[src/design/etot_pkg.sv]
// ----------------------------------------------------------------------------
// etot_pkg
// Shared constants and command/status types of the totient block.
// ----------------------------------------------------------------------------
package etot_pkg;

   // Default width of the value and result fields
   localparam int VALUE_BITS_DEFAULT = 20;

   // Divider operand selection
   typedef logic [1:0] div_sel_type;
   localparam div_sel_type DIV_SEL_REST_CAND = 2'd0;  // rest / candidate
   localparam div_sel_type DIV_SEL_ACC_CAND  = 2'd1;  // acc / candidate
   localparam div_sel_type DIV_SEL_ACC_REST  = 2'd2;  // acc / remaining cofactor

   // Commands from the controller to the datapath
   typedef struct packed {
      logic        load;       // take a new value, restart the search
      logic        div_start;  // launch the divider on the selected operands
      div_sel_type div_sel;
      logic        rest_upd;   // rest <= quotient
      logic        hit_set;    // mark candidate as a factor
      logic        acc_upd;    // acc <= acc - quotient
      logic        advance;    // step to the next candidate
   } etot_cmd_type;

   // Status from the datapath to the controller
   typedef struct packed {
      logic sq_le_rest;  // candidate squared does not exceed rest
      logic rest_gt1;    // remaining cofactor above one
      logic div_done;    // divider result valid this cycle
      logic rem_zero;    // divider remainder is zero
      logic hit;         // current candidate divided rest at least once
   } etot_stat_type;

endpackage

[src/design/etot_div.sv]
// ----------------------------------------------------------------------------
// etot_div
// Restoring unsigned divider, two quotient bits per cycle.
// ----------------------------------------------------------------------------
module etot_div #(
   parameter int VALUE_BITS = etot_pkg::VALUE_BITS_DEFAULT
) (
   input  logic                  clock,
   input  logic                  reset,
   input  logic                  start,
   input  logic [VALUE_BITS-1:0] dividend,
   input  logic [VALUE_BITS-1:0] divisor,
   output logic                  done,
   output logic [VALUE_BITS-1:0] quotient,
   output logic [VALUE_BITS-1:0] remainder
);

   localparam int ITER  = (VALUE_BITS + 1) / 2;
   localparam int DQ_W  = 2 * ITER;
   localparam int CNT_W = $clog2(ITER + 1);

   logic [DQ_W-1:0]       dq_ff, dq_in;
   logic [VALUE_BITS-1:0] rem_ff, rem_in;
   logic [VALUE_BITS-1:0] dvs_ff, dvs_in;
   logic [CNT_W-1:0]      cnt_ff, cnt_in;
   logic                  done_ff, done_in;

   // Two restoring steps per cycle; shift dividend bits into the remainder
   always_comb begin
      logic [VALUE_BITS:0]   trial;
      logic [VALUE_BITS-1:0] r;
      logic [DQ_W-1:0]       d;
      r = rem_ff;
      d = dq_ff;
      for (int i = 0; i < 2; i++) begin
         trial = {r, d[DQ_W-1]};
         d = {d[DQ_W-2:0], 1'b0};
         if (trial >= {1'b0, dvs_ff}) begin
            trial = trial - {1'b0, dvs_ff};
            d[0] = 1'b1;
         end
         r = trial[VALUE_BITS-1:0];
      end

      dq_in   = dq_ff;
      rem_in  = rem_ff;
      dvs_in  = dvs_ff;
      cnt_in  = cnt_ff;
      done_in = 1'b0;
      if (start) begin
         dq_in  = DQ_W'(dividend);
         rem_in = '0;
         dvs_in = divisor;
         cnt_in = CNT_W'(ITER);
      end else if (cnt_ff != '0) begin
         dq_in   = d;
         rem_in  = r;
         cnt_in  = cnt_ff - CNT_W'(1);
         done_in = (cnt_ff == CNT_W'(1));
      end
   end

   // Hold operands and partial results
   always_ff @(posedge clock) begin
      dq_ff  <= dq_in;
      rem_ff <= rem_in;
      dvs_ff <= dvs_in;
   end

   // Iteration counter and completion pulse
   always_ff @(posedge clock) begin
      if (reset) begin
         cnt_ff  <= '0;
         done_ff <= 1'b0;
      end else begin
         cnt_ff  <= cnt_in;
         done_ff <= done_in;
      end
   end

   assign done      = done_ff;
   assign quotient  = dq_ff[VALUE_BITS-1:0];
   assign remainder = rem_ff;

endmodule

[src/design/etot_datapath.sv]
// ----------------------------------------------------------------------------
// etot_datapath
// Accumulator, cofactor, trial candidate and its square, plus the divider.
// ----------------------------------------------------------------------------
module etot_datapath #(
   parameter int VALUE_BITS = etot_pkg::VALUE_BITS_DEFAULT
) (
   input  logic                   clock,
   input  logic                   reset,
   input  etot_pkg::etot_cmd_type cmd,
   input  logic [VALUE_BITS-1:0]  value_in,
   output etot_pkg::etot_stat_type stat,
   output logic [VALUE_BITS-1:0]  totient
);

   localparam int SQ_W = 2 * VALUE_BITS;

   logic [VALUE_BITS-1:0] acc_ff, acc_in;
   logic [VALUE_BITS-1:0] rest_ff, rest_in;
   logic [VALUE_BITS-1:0] cand_ff, cand_in;
   logic [SQ_W-1:0]       sq_ff, sq_in;
   logic                  hit_ff, hit_in;

   logic [VALUE_BITS-1:0] div_dividend;
   logic [VALUE_BITS-1:0] div_divisor;
   logic                  div_done;
   logic [VALUE_BITS-1:0] div_quot;
   logic [VALUE_BITS-1:0] div_rem;

   // Pick divider operands
   always_comb begin
      case (cmd.div_sel)
         etot_pkg::DIV_SEL_REST_CAND: begin
            div_dividend = rest_ff;
            div_divisor  = cand_ff;
         end
         etot_pkg::DIV_SEL_ACC_CAND: begin
            div_dividend = acc_ff;
            div_divisor  = cand_ff;
         end
         etot_pkg::DIV_SEL_ACC_REST: begin
            div_dividend = acc_ff;
            div_divisor  = rest_ff;
         end
         default: begin
            div_dividend = rest_ff;
            div_divisor  = cand_ff;
         end
      endcase
   end

   etot_div #(
      .VALUE_BITS(VALUE_BITS)
   ) u_div (
      .clock    (clock),
      .reset    (reset),
      .start    (cmd.div_start),
      .dividend (div_dividend),
      .divisor  (div_divisor),
      .done     (div_done),
      .quotient (div_quot),
      .remainder(div_rem)
   );

   // Update working registers on command
   always_comb begin
      acc_in  = acc_ff;
      rest_in = rest_ff;
      cand_in = cand_ff;
      sq_in   = sq_ff;
      hit_in  = hit_ff;
      if (cmd.load) begin
         acc_in  = value_in;
         rest_in = value_in;
         cand_in = VALUE_BITS'(2);
         sq_in   = SQ_W'(4);
         hit_in  = 1'b0;
      end else begin
         if (cmd.rest_upd) begin
            rest_in = div_quot;
         end
         if (cmd.hit_set) begin
            hit_in = 1'b1;
         end
         if (cmd.acc_upd) begin
            acc_in = acc_ff - div_quot;
         end
         // After two, test odd candidates only: (c+2)^2 = c^2 + 4c + 4
         if (cmd.advance) begin
            hit_in = 1'b0;
            if (cand_ff == VALUE_BITS'(2)) begin
               cand_in = VALUE_BITS'(3);
               sq_in   = SQ_W'(9);
            end else begin
               cand_in = cand_ff + VALUE_BITS'(2);
               sq_in   = sq_ff + (SQ_W'(cand_ff) << 2) + SQ_W'(4);
            end
         end
      end
   end

   always_ff @(posedge clock) begin
      acc_ff  <= acc_in;
      rest_ff <= rest_in;
      cand_ff <= cand_in;
      sq_ff   <= sq_in;
      hit_ff  <= hit_in;
   end

   assign stat.sq_le_rest = (sq_ff <= SQ_W'(rest_ff));
   assign stat.rest_gt1   = (rest_ff > VALUE_BITS'(1));
   assign stat.div_done   = div_done;
   assign stat.rem_zero   = (div_rem == '0);
   assign stat.hit        = hit_ff;
   assign totient         = acc_ff;

endmodule

[src/design/etot_ctrl.sv]
// ----------------------------------------------------------------------------
// etot_ctrl
// Sequencer for the trial-division search and the final cofactor step.
// ----------------------------------------------------------------------------
module etot_ctrl (
   input  logic                    clock,
   input  logic                    reset,
   input  logic                    start,
   input  etot_pkg::etot_stat_type stat,
   output etot_pkg::etot_cmd_type  cmd,
   output logic                    busy,
   output logic                    rsp_valid
);

   localparam logic [2:0] ST_IDLE  = 3'd0;  // wait for a transfer
   localparam logic [2:0] ST_CHECK = 3'd1;  // test candidate squared vs rest
   localparam logic [2:0] ST_RGO   = 3'd2;  // relaunch rest / candidate
   localparam logic [2:0] ST_DIVR  = 3'd3;  // wait on rest / candidate
   localparam logic [2:0] ST_DIVA  = 3'd4;  // wait on acc / candidate
   localparam logic [2:0] ST_FINAL = 3'd5;  // handle leftover prime cofactor
   localparam logic [2:0] ST_DIVF  = 3'd6;  // wait on acc / cofactor
   localparam logic [2:0] ST_DONE  = 3'd7;  // present the result

   logic [2:0] state_ff, state_in;

   // Next state and datapath commands
   always_comb begin
      state_in = state_ff;
      cmd      = '0;
      cmd.div_sel = etot_pkg::DIV_SEL_REST_CAND;
      case (state_ff)
         ST_IDLE: begin
            if (start) begin
               cmd.load = 1'b1;
               state_in = ST_CHECK;
            end
         end
         ST_CHECK: begin
            if (stat.sq_le_rest) begin
               cmd.div_start = 1'b1;
               state_in      = ST_DIVR;
            end else begin
               state_in = ST_FINAL;
            end
         end
         ST_RGO: begin
            cmd.div_start = 1'b1;
            state_in      = ST_DIVR;
         end
         ST_DIVR: begin
            if (stat.div_done) begin
               if (stat.rem_zero) begin
                  // Divide the factor out again
                  cmd.rest_upd = 1'b1;
                  cmd.hit_set  = 1'b1;
                  state_in     = ST_RGO;
               end else if (stat.hit) begin
                  cmd.div_start = 1'b1;
                  cmd.div_sel   = etot_pkg::DIV_SEL_ACC_CAND;
                  state_in      = ST_DIVA;
               end else begin
                  cmd.advance = 1'b1;
                  state_in    = ST_CHECK;
               end
            end
         end
         ST_DIVA: begin
            if (stat.div_done) begin
               cmd.acc_upd = 1'b1;
               cmd.advance = 1'b1;
               state_in    = ST_CHECK;
            end
         end
         ST_FINAL: begin
            if (stat.rest_gt1) begin
               cmd.div_start = 1'b1;
               cmd.div_sel   = etot_pkg::DIV_SEL_ACC_REST;
               state_in      = ST_DIVF;
            end else begin
               state_in = ST_DONE;
            end
         end
         ST_DIVF: begin
            if (stat.div_done) begin
               cmd.acc_upd = 1'b1;
               state_in    = ST_DONE;
            end
         end
         ST_DONE: begin
            state_in = ST_IDLE;
         end
         default: begin
            state_in = ST_IDLE;
         end
      endcase
   end

   always_ff @(posedge clock) begin
      if (reset) begin
         state_ff <= ST_IDLE;
      end else begin
         state_ff <= state_in;
      end
   end

   assign busy      = (state_ff != ST_IDLE);
   assign rsp_valid = (state_ff == ST_DONE);

endmodule

[src/design/euler_totient_top.sv]
// ----------------------------------------------------------------------------
// euler_totient_top
// Euler totient phi(n) of an unsigned integer by trial division.
// ----------------------------------------------------------------------------
// Raise start for one cycle while busy is low to transfer req_value_in; busy
// then stays high until the result has been shown. The result appears on
// rsp_totient for exactly one cycle with rsp_valid high and cannot be held
// off, so the receiver must take it in that cycle. One item is worked on at
// a time. The time per item is set by the shared divider, which yields two
// quotient bits per cycle: each trial candidate (two, then odd numbers up to
// the square root of the remaining cofactor) costs one division of the
// cofactor, each repeated division by a found prime one more, each distinct
// prime found one more division to scale the accumulator, and a leftover
// prime cofactor one final division. Inputs zero and one return zero and one.
// ----------------------------------------------------------------------------
module euler_totient_top #(
   parameter int VALUE_BITS = etot_pkg::VALUE_BITS_DEFAULT
) (
   input  logic                  clock,
   input  logic                  reset,
   input  logic                  start,
   output logic                  busy,
   input  logic [VALUE_BITS-1:0] req_value_in,
   output logic                  rsp_valid,
   output logic [VALUE_BITS-1:0] rsp_totient
);

   etot_pkg::etot_cmd_type  cmd;
   etot_pkg::etot_stat_type stat;

   etot_ctrl u_ctrl (
      .clock    (clock),
      .reset    (reset),
      .start    (start),
      .stat     (stat),
      .cmd      (cmd),
      .busy     (busy),
      .rsp_valid(rsp_valid)
   );

   etot_datapath #(
      .VALUE_BITS(VALUE_BITS)
   ) u_datapath (
      .clock   (clock),
      .reset   (reset),
      .cmd     (cmd),
      .value_in(req_value_in),
      .stat    (stat),
      .totient (rsp_totient)
   );

endmodule

[config.mk]
export PLATFORM = sky130hd
export DESIGN_NAME = euler_totient_top
export DESIGN_NICKNAME = d
export VERILOG_FILES = /design/src/design/etot_pkg.sv /design/src/design/etot_div.sv /design/src/design/etot_datapath.sv /design/src/design/etot_ctrl.sv /design/src/design/euler_totient_top.sv
export SDC_FILE = /design/constraint.sdc
export NUM_CORES = 1
export LEC_CHECK = 0
export BUFFER_PORTS_ARGS = -buffer_cell sky130_fd_sc_hd__buf_2
export CORE_AREA = 2 2 198 103
export CTS_BUF_LIST = sky130_fd_sc_hd__clkbuf_4 sky130_fd_sc_hd__clkbuf_8
export DETAILED_ROUTE_END_ITERATION = 8
export DIE_AREA = 0 0 200 105
export GPL_ROUTABILITY_DRIVEN = 0
export HOLD_SLACK_MARGIN = 0.12
export PLACE_DENSITY_LB_ADDON = 0.2
export SLEW_MARGIN = 20
export SYNTH_ARGS = -nofsm -noshare
export SYNTH_HDL_FRONTEND = slang
export SYNTH_SLANG_ARGS = --single-unit
[constraint.sdc]
create_clock -name clock -period 6.37 [get_ports clock]
set_input_delay 0.9555 -clock clock [delete_from_list [all_inputs] [get_ports clock]]
set_output_delay 0.9555 -clock clock [all_outputs]
set_load 0.1 [all_outputs]
==> insert_results.sql, run 1 <==
INSERT INTO impl_metrics (metric_group, metric, value, unit) VALUES
('floorplan', 'floorplan.io_pins', '45', ''),
('floorplan', 'design.core.area', '19100', 'um^2'),
('worst_hold_path', 'min-delay-path-class', 'flip-flop to flip-flop', ''),
('yosys', 'synth_seq_cells', '167', ''),
('yosys', 'syn_area_cell', '9.02', 'um^2'),
('placement', 'dp_hpwl', '27400', 'um'),
('global_route', 'grtUsageMet1', '56.4', '%'),
('routing', 'iter_0_drt_violations', '1271', ''),
('yosys', 'seq_area_frac_synth', '34.6', '%'),
('routing', 'viasPerCell', '6.51', ''),
('sta', 'setup_tns', '0', 'ps'),
('sta', 'finalClockSkew', '20.9', 'ps'),
('clock_network', 'cts_hold_buf', '0', ''),
('clock_network', 'cts_setup_buffers', '0', ''),
('cells_and_area', 'share_of_post_route_cells_with_drive_strength_above_1', '10.1', '%'),
('setup_path', 'setup.reg_to_reg.worst_slack', '510', 'ps'),
('yosys', 'number_of_flops_mapped_to_enable_cells_by_yosys', '80', ''),
('routing', 'dr_total_vias', '10700', ''),
('global_route', 'grt_antenna_before_repair', '1', ''),
('yosys', 'number_of_cells_produced_by_synthesis', '1327', ''),
('sta', 'setup_violations', '0', ''),
('global_route', 'global_route_wire_length_before_repair', '55300', 'um'),
('clock_network', 'post_cts.resized_instances', '0', ''),
('sta', 'setup_repair_after_global_routing_missed_its_margin', 'false', ''),
('sta', 'timing.fmax', '0.171', 'GHz'),
('yosys', 'async_flop_share', '0', '%'),
('sta', 'minimum_clock_period', '5860', 'ps'),
('yosys', 'dominantRegCellSynth', 'dfxtp_1', ''),
('sta', 'timing.final.max_slew_violations', '0', ''),
('worst_hold_path', 'timing.hold.worst.start', 'u_datapath.u_div.cnt_ff[3]', ''),
('floorplan', 'floorplan.die.width', '200', 'um'),
('cells_and_area', 'util_after_layout', '67.2', '%'),
('clock_network', 'clockRootBuffer', 'clkbuf_8', ''),
('cells_and_area', 'layout_commonest_cell', 'ha_1', ''),
('setup_path', 'worst_path_bufs_invs', '4', ''),
('floorplan', 'die_height', '105', 'um'),
('setup_path', 'worst_ep_required_time', '6800', 'ps'),
('global_route', 'grt-busiest-layer', 'met1', ''),
('clock_network', 'cts_max_level', '4', ''),
('setup_path', 'critical-path-slowest-cell', 'o211ai_2', ''),
('clock_network', 'clock_insertion_delay_worst_skew', '500', 'ps'),
('clock_network', 'tritoncts', 'done', ''),
('placement', 'placement_stage_worst_setup_slack', '736', 'ps'),
('power', 'static-leakage-power', '5.74', 'nW'),
('routing', 'wl_per_cell', '22.0', 'um'),
('yosys', 'mappedNetlistArea', '12000', 'um^2'),
('power', 'power.density_cell_area', '586', 'nW/um^2'),
('clock_network', 'cts.reportedPaths.clkPinSlew', '100', 'ps'),
('worst_hold_path', 'number_of_cells_traversed_by_the_worst_hold_path', '2', ''),
('yosys', 'netlist-cell-type-count', '80', ''),
('clock_network', 'cts_inserted_buffers', '17', ''),
('status', 'status', 'finished clean', ''),
('clock_network', 'cts.sink_count', '167', ''),
('setup_path', 'start_kind', 'flip-flop', ''),
('sta', 'report.final.hold_viol_count', '0', ''),
('setup_path', 'r2r_cells', '21', ''),
('setup_path', 'cp_top_family', 'compound AO/OA/AOI/OAI gates', ''),
('global_route', 'grtUsageTotal', '35.0', '%'),
('yosys', 'synth-warning-count', '0', ''),
('routing', 'drc', '0', ''),
('cells_and_area', 'final_nets', '1506', ''),
('job', 'cap_viol_max_count', '0', ''),
('setup_path', 'path_cells', 'inv_1 > ha_1 > nand2b_1 > a21oi_1 > o31ai_2 > a211oi_2 > a21oi_2 > buf_4 > buf_4 > mux2_2 > ha_1 > a21oi_1 > a21oi_1 > o41a_1 > nor3_1 > a311oi_1 > o221ai_2 > o211ai_2 > buf_4 > and3_1 > nor3_1', ''),
('setup_path', 'critical_path.reg2reg.endpoint', 'u_datapath.u_div.remainder[10]', ''),
('sta', 'tightest_slew', '1180', 'ps'),
('sta', 'setup_ws_final', '514', 'ps'),
('setup_path', 'critPathLaunch', 'u_datapath.u_div.dvs_ff[1]', ''),
('floorplan', 'starting_density_of_the_core', '62.5', '%'),
('cells_and_area', 'commonest_non_fill_non_tap_cells_in_the_layout', 'ha_1, o21ai_0, nand2_1, a21oi_1, nor2_1', ''),
('global_route', 'met2_usage', '41.8', '%'),
('setup_path', 'critical_path.max_fanout', '22', '');
-- cell type report --
cell class,instances,area [um^2]
Clock inverter,14,198
Sequential cell,167,4140
Clock buffer,18,241
Fill cell,1606,6270
Inverter,81,304
Multi-Input combinational cell,1035,7330
Timing Repair Buffer,57,318
Tap cell,266,333
-- per-stage QoR --
step | cell area [um^2] | instances | total power, mW
floorplan | 12000 | 1327 | 5.20
global placement | 12400 | 1606 | 6.30
detailed placement | 12400 | 1606 | 6.38
CTS | 12900 | 1638 | 7.28
global route | 12900 | 1638 | 7.92
finish | 12900 | 1638 | 7.55
-- cell usage after synthesis, drive strengths merged (6+ instances only) --
cell / number / area, um^2
o21ai: 126 / 631
ha: 120 / 1500
nand2: 99 / 372
a21oi: 92 / 468
nor2: 88 / 330
dfxtp: 87 / 1740
inv: 81 / 304
edfxtp: 80 / 2400
xor2: 55 / 482
nand3: 48 / 245
xnor2: 39 / 342
mux2i: 36 / 360
nor3: 35 / 180
clkbuf: 32 / 121
a21o: 26 / 195
nand4: 23 / 144
nor4: 23 / 150
mux2: 21 / 236
a22o: 19 / 166
nand2b: 19 / 119
a211oi: 14 / 133
and3: 14 / 87.6
nor2b: 13 / 81.3
o21a: 13 / 97.6
buf: 12 / 76.3
o31ai: 11 / 101
or3: 10 / 62.6
o211ai: 8 / 70.1
a31oi: 7 / 43.8
a211o: 6 / 52.6
-- power breakdown --
group	leakage (nW)	switching, mW	internal (mW)	total [mW]
combinational	4.03	3.19	1.78	4.97
clock	0.219	0.440	0.436	0.876
sequential	1.49	0.259	1.44	1.70
total	5.74	3.89	3.66	7.55
-- cells by family (layout without fill, tap and decap cells) --
logic type      after synthesis  after routing  share of synthesized area (%)
compound gates              358            358                           19.3
xor+xnor                     94             94                           6.88
fa+ha+maj                   124            124                           13.2
buf+inv                     125            170                           4.19
flops                       167            167                           34.6
mux                          57             57                           4.99
simple gates                402            402                           16.8
-- flip-flops by register name, summed over array words and instances, names as in the netlist --
signal,cells
u_datapath.u_div.dvs_ff,20
u_datapath.u_div.remainder,20
u_datapath.u_div.quotient,20
u_datapath.u_div.done,1
u_datapath.u_div.cnt_ff,4
u_datapath.sq_ff,39
u_ctrl.state_ff,3
u_datapath.cand_ff,19
u_datapath.hit_ff,1
u_datapath.rest_ff,20
u_datapath.totient,20
-- layer usage --
layer	vias to the layer above	wire [um]
met5	-	0
met1	4946	17200
li1	4949	-
met2	722	12700
met3	47	5650
met4	0	439
-- worst reg2reg max path: cells and delay by family, from the launching register on --
family | cells | cell delay (ps)
compound gates | 10 | 2570
fa+ha+maj | 2 | 640
buf+inv | 4 | 1130
flops | 1 | 390
mux | 1 | 370
simple gates | 4 | 710
-- how the worst max path moves through the flow --
stage / to / slack (ps) / depth (start not counted)
global route: u_datapath.u_div.remainder[10] / 180 / 21
global placement: u_datapath.u_div.remainder[10] / 950 / 21
finish: u_datapath.u_div.remainder[10] / 510 / 21
floorplan: u_datapath.u_div.remainder[0] / 1920 / 20
detailed placement: u_datapath.u_div.remainder[10] / 740 / 21
CTS: u_datapath.u_div.remainder[10] / 720 / 21
Note: power is estimated with default switching activity, not from simulation.
==> run 2, diff against run 1 <==
CORE_AREA = 2 2 281 144   (was 2 2 198 103)
DIE_AREA = 0 0 283 146   (was 0 0 200 105)
==> run 2 against run 1 <==
- combinational power is 8.9% lower
- wire length is 4.4% lower
- die area is 97% higher
- critical endpoint is now u_datapath.u_div.remainder[16]
- register-to-register slack better by 240 ps
- design area is 2.2% higher
- non-clock buffer count is 4 lower
==> insert_results.sql, run 2 (synthesis gave the netlist of run 1 again) <==
INSERT INTO impl_metrics (metric_group, metric, value, unit) VALUES
('status', 'status', 'finished clean', ''),
('cells_and_area', 'antenna_cells_inserted', '0', ''),
('sta', 'relSlewSlack', '28.2', '%'),
('cells_and_area', 'multiInputGateArea', '7340', 'um^2'),
('setup_path', 'start_kind', 'flip-flop', ''),
('clock_network', 'tritoncts', 'done', ''),
('setup_path', 'critical_path_arrival', '5960', 'ps'),
('clock_network', 'post_cts.resized_instances', '0', ''),
('routing', 'iter_0_drt_violations', '742', ''),
('setup_path', 'worst_ep_required_time', '6710', 'ps'),
('floorplan', 'starting_density_of_the_core', '31.0', '%'),
('sta', 'setup_violations', '0', ''),
('placement', 'dp_hpwl', '25900', 'um'),
('sta', 'setup_repair_after_global_routing_missed_its_margin', 'false', ''),
('sta', 'fin_crit_share', '88.2', '%'),
('cells_and_area', 'final_nets', '1502', ''),
('worst_hold_path', 'min-delay-path-class', 'flip-flop to flip-flop', ''),
('setup_path', 'critical_path.max_fanout', '20', ''),
('floorplan', 'floorplan.die.width', '283', 'um'),
('routing', 'detail_route.wirelength', '34400', 'um'),
('placement', 'port-buffer-count', '44', ''),
('power', 'totalPowerFinal', '7.03', 'mW'),
('global_route', 'grt_max_degree', '62', ''),
('sta', 'finalClockSkew', '18.2', 'ps'),
('cells_and_area', 'final-seq-area', '4140', 'um^2'),
('job', 'cap_viol_max_count', '0', ''),
('floorplan', 'design.core.area', '38600', 'um^2'),
('routing', 'wl_per_cell', '18.1', 'um'),
('clock_network', 'clock_insertion_delay_worst_skew', '490', 'ps'),
('cells_and_area', 'synthToLayoutAreaGrowth', '9.88', '%'),
('placement', 'placement_stage_worst_setup_slack', '830', 'ps'),
('setup_path', 'cp_top_family', 'compound AO/OA/AOI/OAI gates', ''),
('setup_path', 'path_cells', 'inv_1 > ha_1 > a211oi_2 > nor2_1 > nor4_2 > a211oi_2 > a21oi_2 > buf_4 > o21ai_0 > ha_1 > nand3_1 > a211oi_1 > o41a_1 > nor3_1 > a311oi_1 > o221ai_2 > o211ai_2 > buf_4 > mux2i_1 > a21oi_1', ''),
('clock_network', 'cts_inserted_buffers', '17', ''),
('sta', 'holdWs', '511', 'ps'),
('clock_network', 'cts_hold_buf', '0', ''),
('cells_and_area', 'largest_register_ffs', '39', ''),
('sta', 'timing.fmax', '0.178', 'GHz'),
('routing', 'antenna_violating_nets_post_route', '0', ''),
('routing', 'drc', '0', ''),
('routing', 'detail_route.first_pass.iterations', '6', ''),
('sta', 'setup_ws_final', '752', 'ps'),
('clock_network', 'cts_setup_buffers', '0', ''),
('routing', 'dr_total_vias', '9957', ''),
('clock_network', 'cts.sink_count', '167', ''),
('power', 'power.density_cell_area', '535', 'nW/um^2'),
('global_route', 'grtUsageTotal', '16.6', '%'),
('clock_network', 'cts_max_level', '4', ''),
('setup_path', 'critical-path-slowest-cell', 'a21oi_2', ''),
('setup_path', 'critical_path.endpoint_type', 'flip-flop', ''),
('clock_network', 'cts.reportedPaths.clkPinSlew', '100', 'ps'),
('floorplan', 'die_height', '146', 'um'),
('cells_and_area', 'final_cell_count_no_fill', '1898', ''),
('sta', 'tightest_slew', '1070', 'ps'),
('sta', 'minimum_clock_period', '5620', 'ps'),
('clock_network', 'clock_tree.buffer_depth', '2', ''),
('cells_and_area', 'commonest_non_fill_non_tap_cells_in_the_layout', 'ha_1, o21ai_0, nand2_1, a21oi_1, dfxtp_1', ''),
('routing', 'viasPerCell', '5.25', ''),
('cells_and_area', 'share_of_post_route_cells_with_drive_strength_above_1', '9.87', '%'),
('setup_path', 'worst_path_bufs_invs', '3', ''),
('sta', 'report.final.hold_viol_count', '0', ''),
('global_route', 'grt_pass1_vias', '9669', ''),
('global_route', 'global_route_wire_length_before_repair', '54700', 'um'),
('setup_path', 'critPathMaxStageDelay', '720', 'ps'),
('placement', 'placement.cell_area', '12700', 'um^2'),
('floorplan', 'die_area', '41300', 'um^2'),
('global_route', 'grt_overflow', '0', ''),
('cells_and_area', 'stdcell_area', '13200', 'um^2'),
('placement', 'placed_cells', '1866', ''),
('clock_network', 'clockRootBuffer', 'clkbuf_8', ''),
('power', 'static-leakage-power', '5.71', 'nW'),
('floorplan', 'floorplan.io_pins', '45', ''),
('cells_and_area', 'regMostFlops', 'u_datapath.sq_ff', ''),
('sta', 'timing.final.max_slew_violations', '0', ''),
('cells_and_area', 'layout.filler_cells', '3966', ''),
('sta', 'setup_tns', '0', 'ps'),
('setup_path', 'setup_crit_path_kind', 'flip-flop to flip-flop', ''),
('cells_and_area', 'layout_commonest_cell', 'ha_1', ''),
('cells_and_area', 'util_after_layout', '34.1', '%'),
('floorplan', 'floorplan.rows', '51', ''),
('power', 'peakVddDrop', '0.257', 'mV'),
('global_route', 'grt_antenna_before_repair', '0', '');
run 2: cell type report:
cell class	instances	area share, %
clock buffer	18	1.84
clock inverter	14	1.31
inverter	81	2.31
multi-input combinational	1035	55.8
sequential	167	31.5
tap	530	5.04
timing repair buffer	53	2.19
run 2: worst register-to-register path, stage by stage (launching register included):
cell,delay [ps]
edfxtp_1,370
inv_1,100
ha_1,300
a211oi_2,230
nor2_1,120
nor4_2,290
a211oi_2,150
a21oi_2,720
buf_4,370
o21ai_0,180
ha_1,420
nand3_1,130
a211oi_1,240
o41a_1,250
nor3_1,80
a311oi_1,430
o221ai_2,170
o211ai_2,260
buf_4,350
mux2i_1,230
a21oi_1,90
run 2: worst paths after layout:
check	slack [ps]	startpoint	cells past startpoint	endpoint
max	750	u_datapath.u_div.dvs_ff[11]	20	u_datapath.u_div.remainder[16]
min	510	u_datapath.hit_ff	2	u_datapath.hit_ff
max reg2reg	750	u_datapath.u_div.dvs_ff[11]	20	u_datapath.u_div.remainder[16]
min reg2reg	510	u_datapath.hit_ff	2	u_datapath.hit_ff
run 2: where the power goes:
| part | switching (mW) | leakage (nW) | internal [mW] |
|---|---|---|---|
| Sequential | 0.228 | 1.49 | 1.44 |
| Combinational | 2.77 | 4.01 | 1.76 |
| Clock | 0.438 | 0.205 | 0.395 |
run 2: routing by layer:
metal  wire (um)  track usage, %  part of all wire, %
met1       17100            23.3                   50
met2       15300            26.4                   44
met3        1630            3.34                  4.7
met4         405            3.40                  1.2
met5           0               0                    0
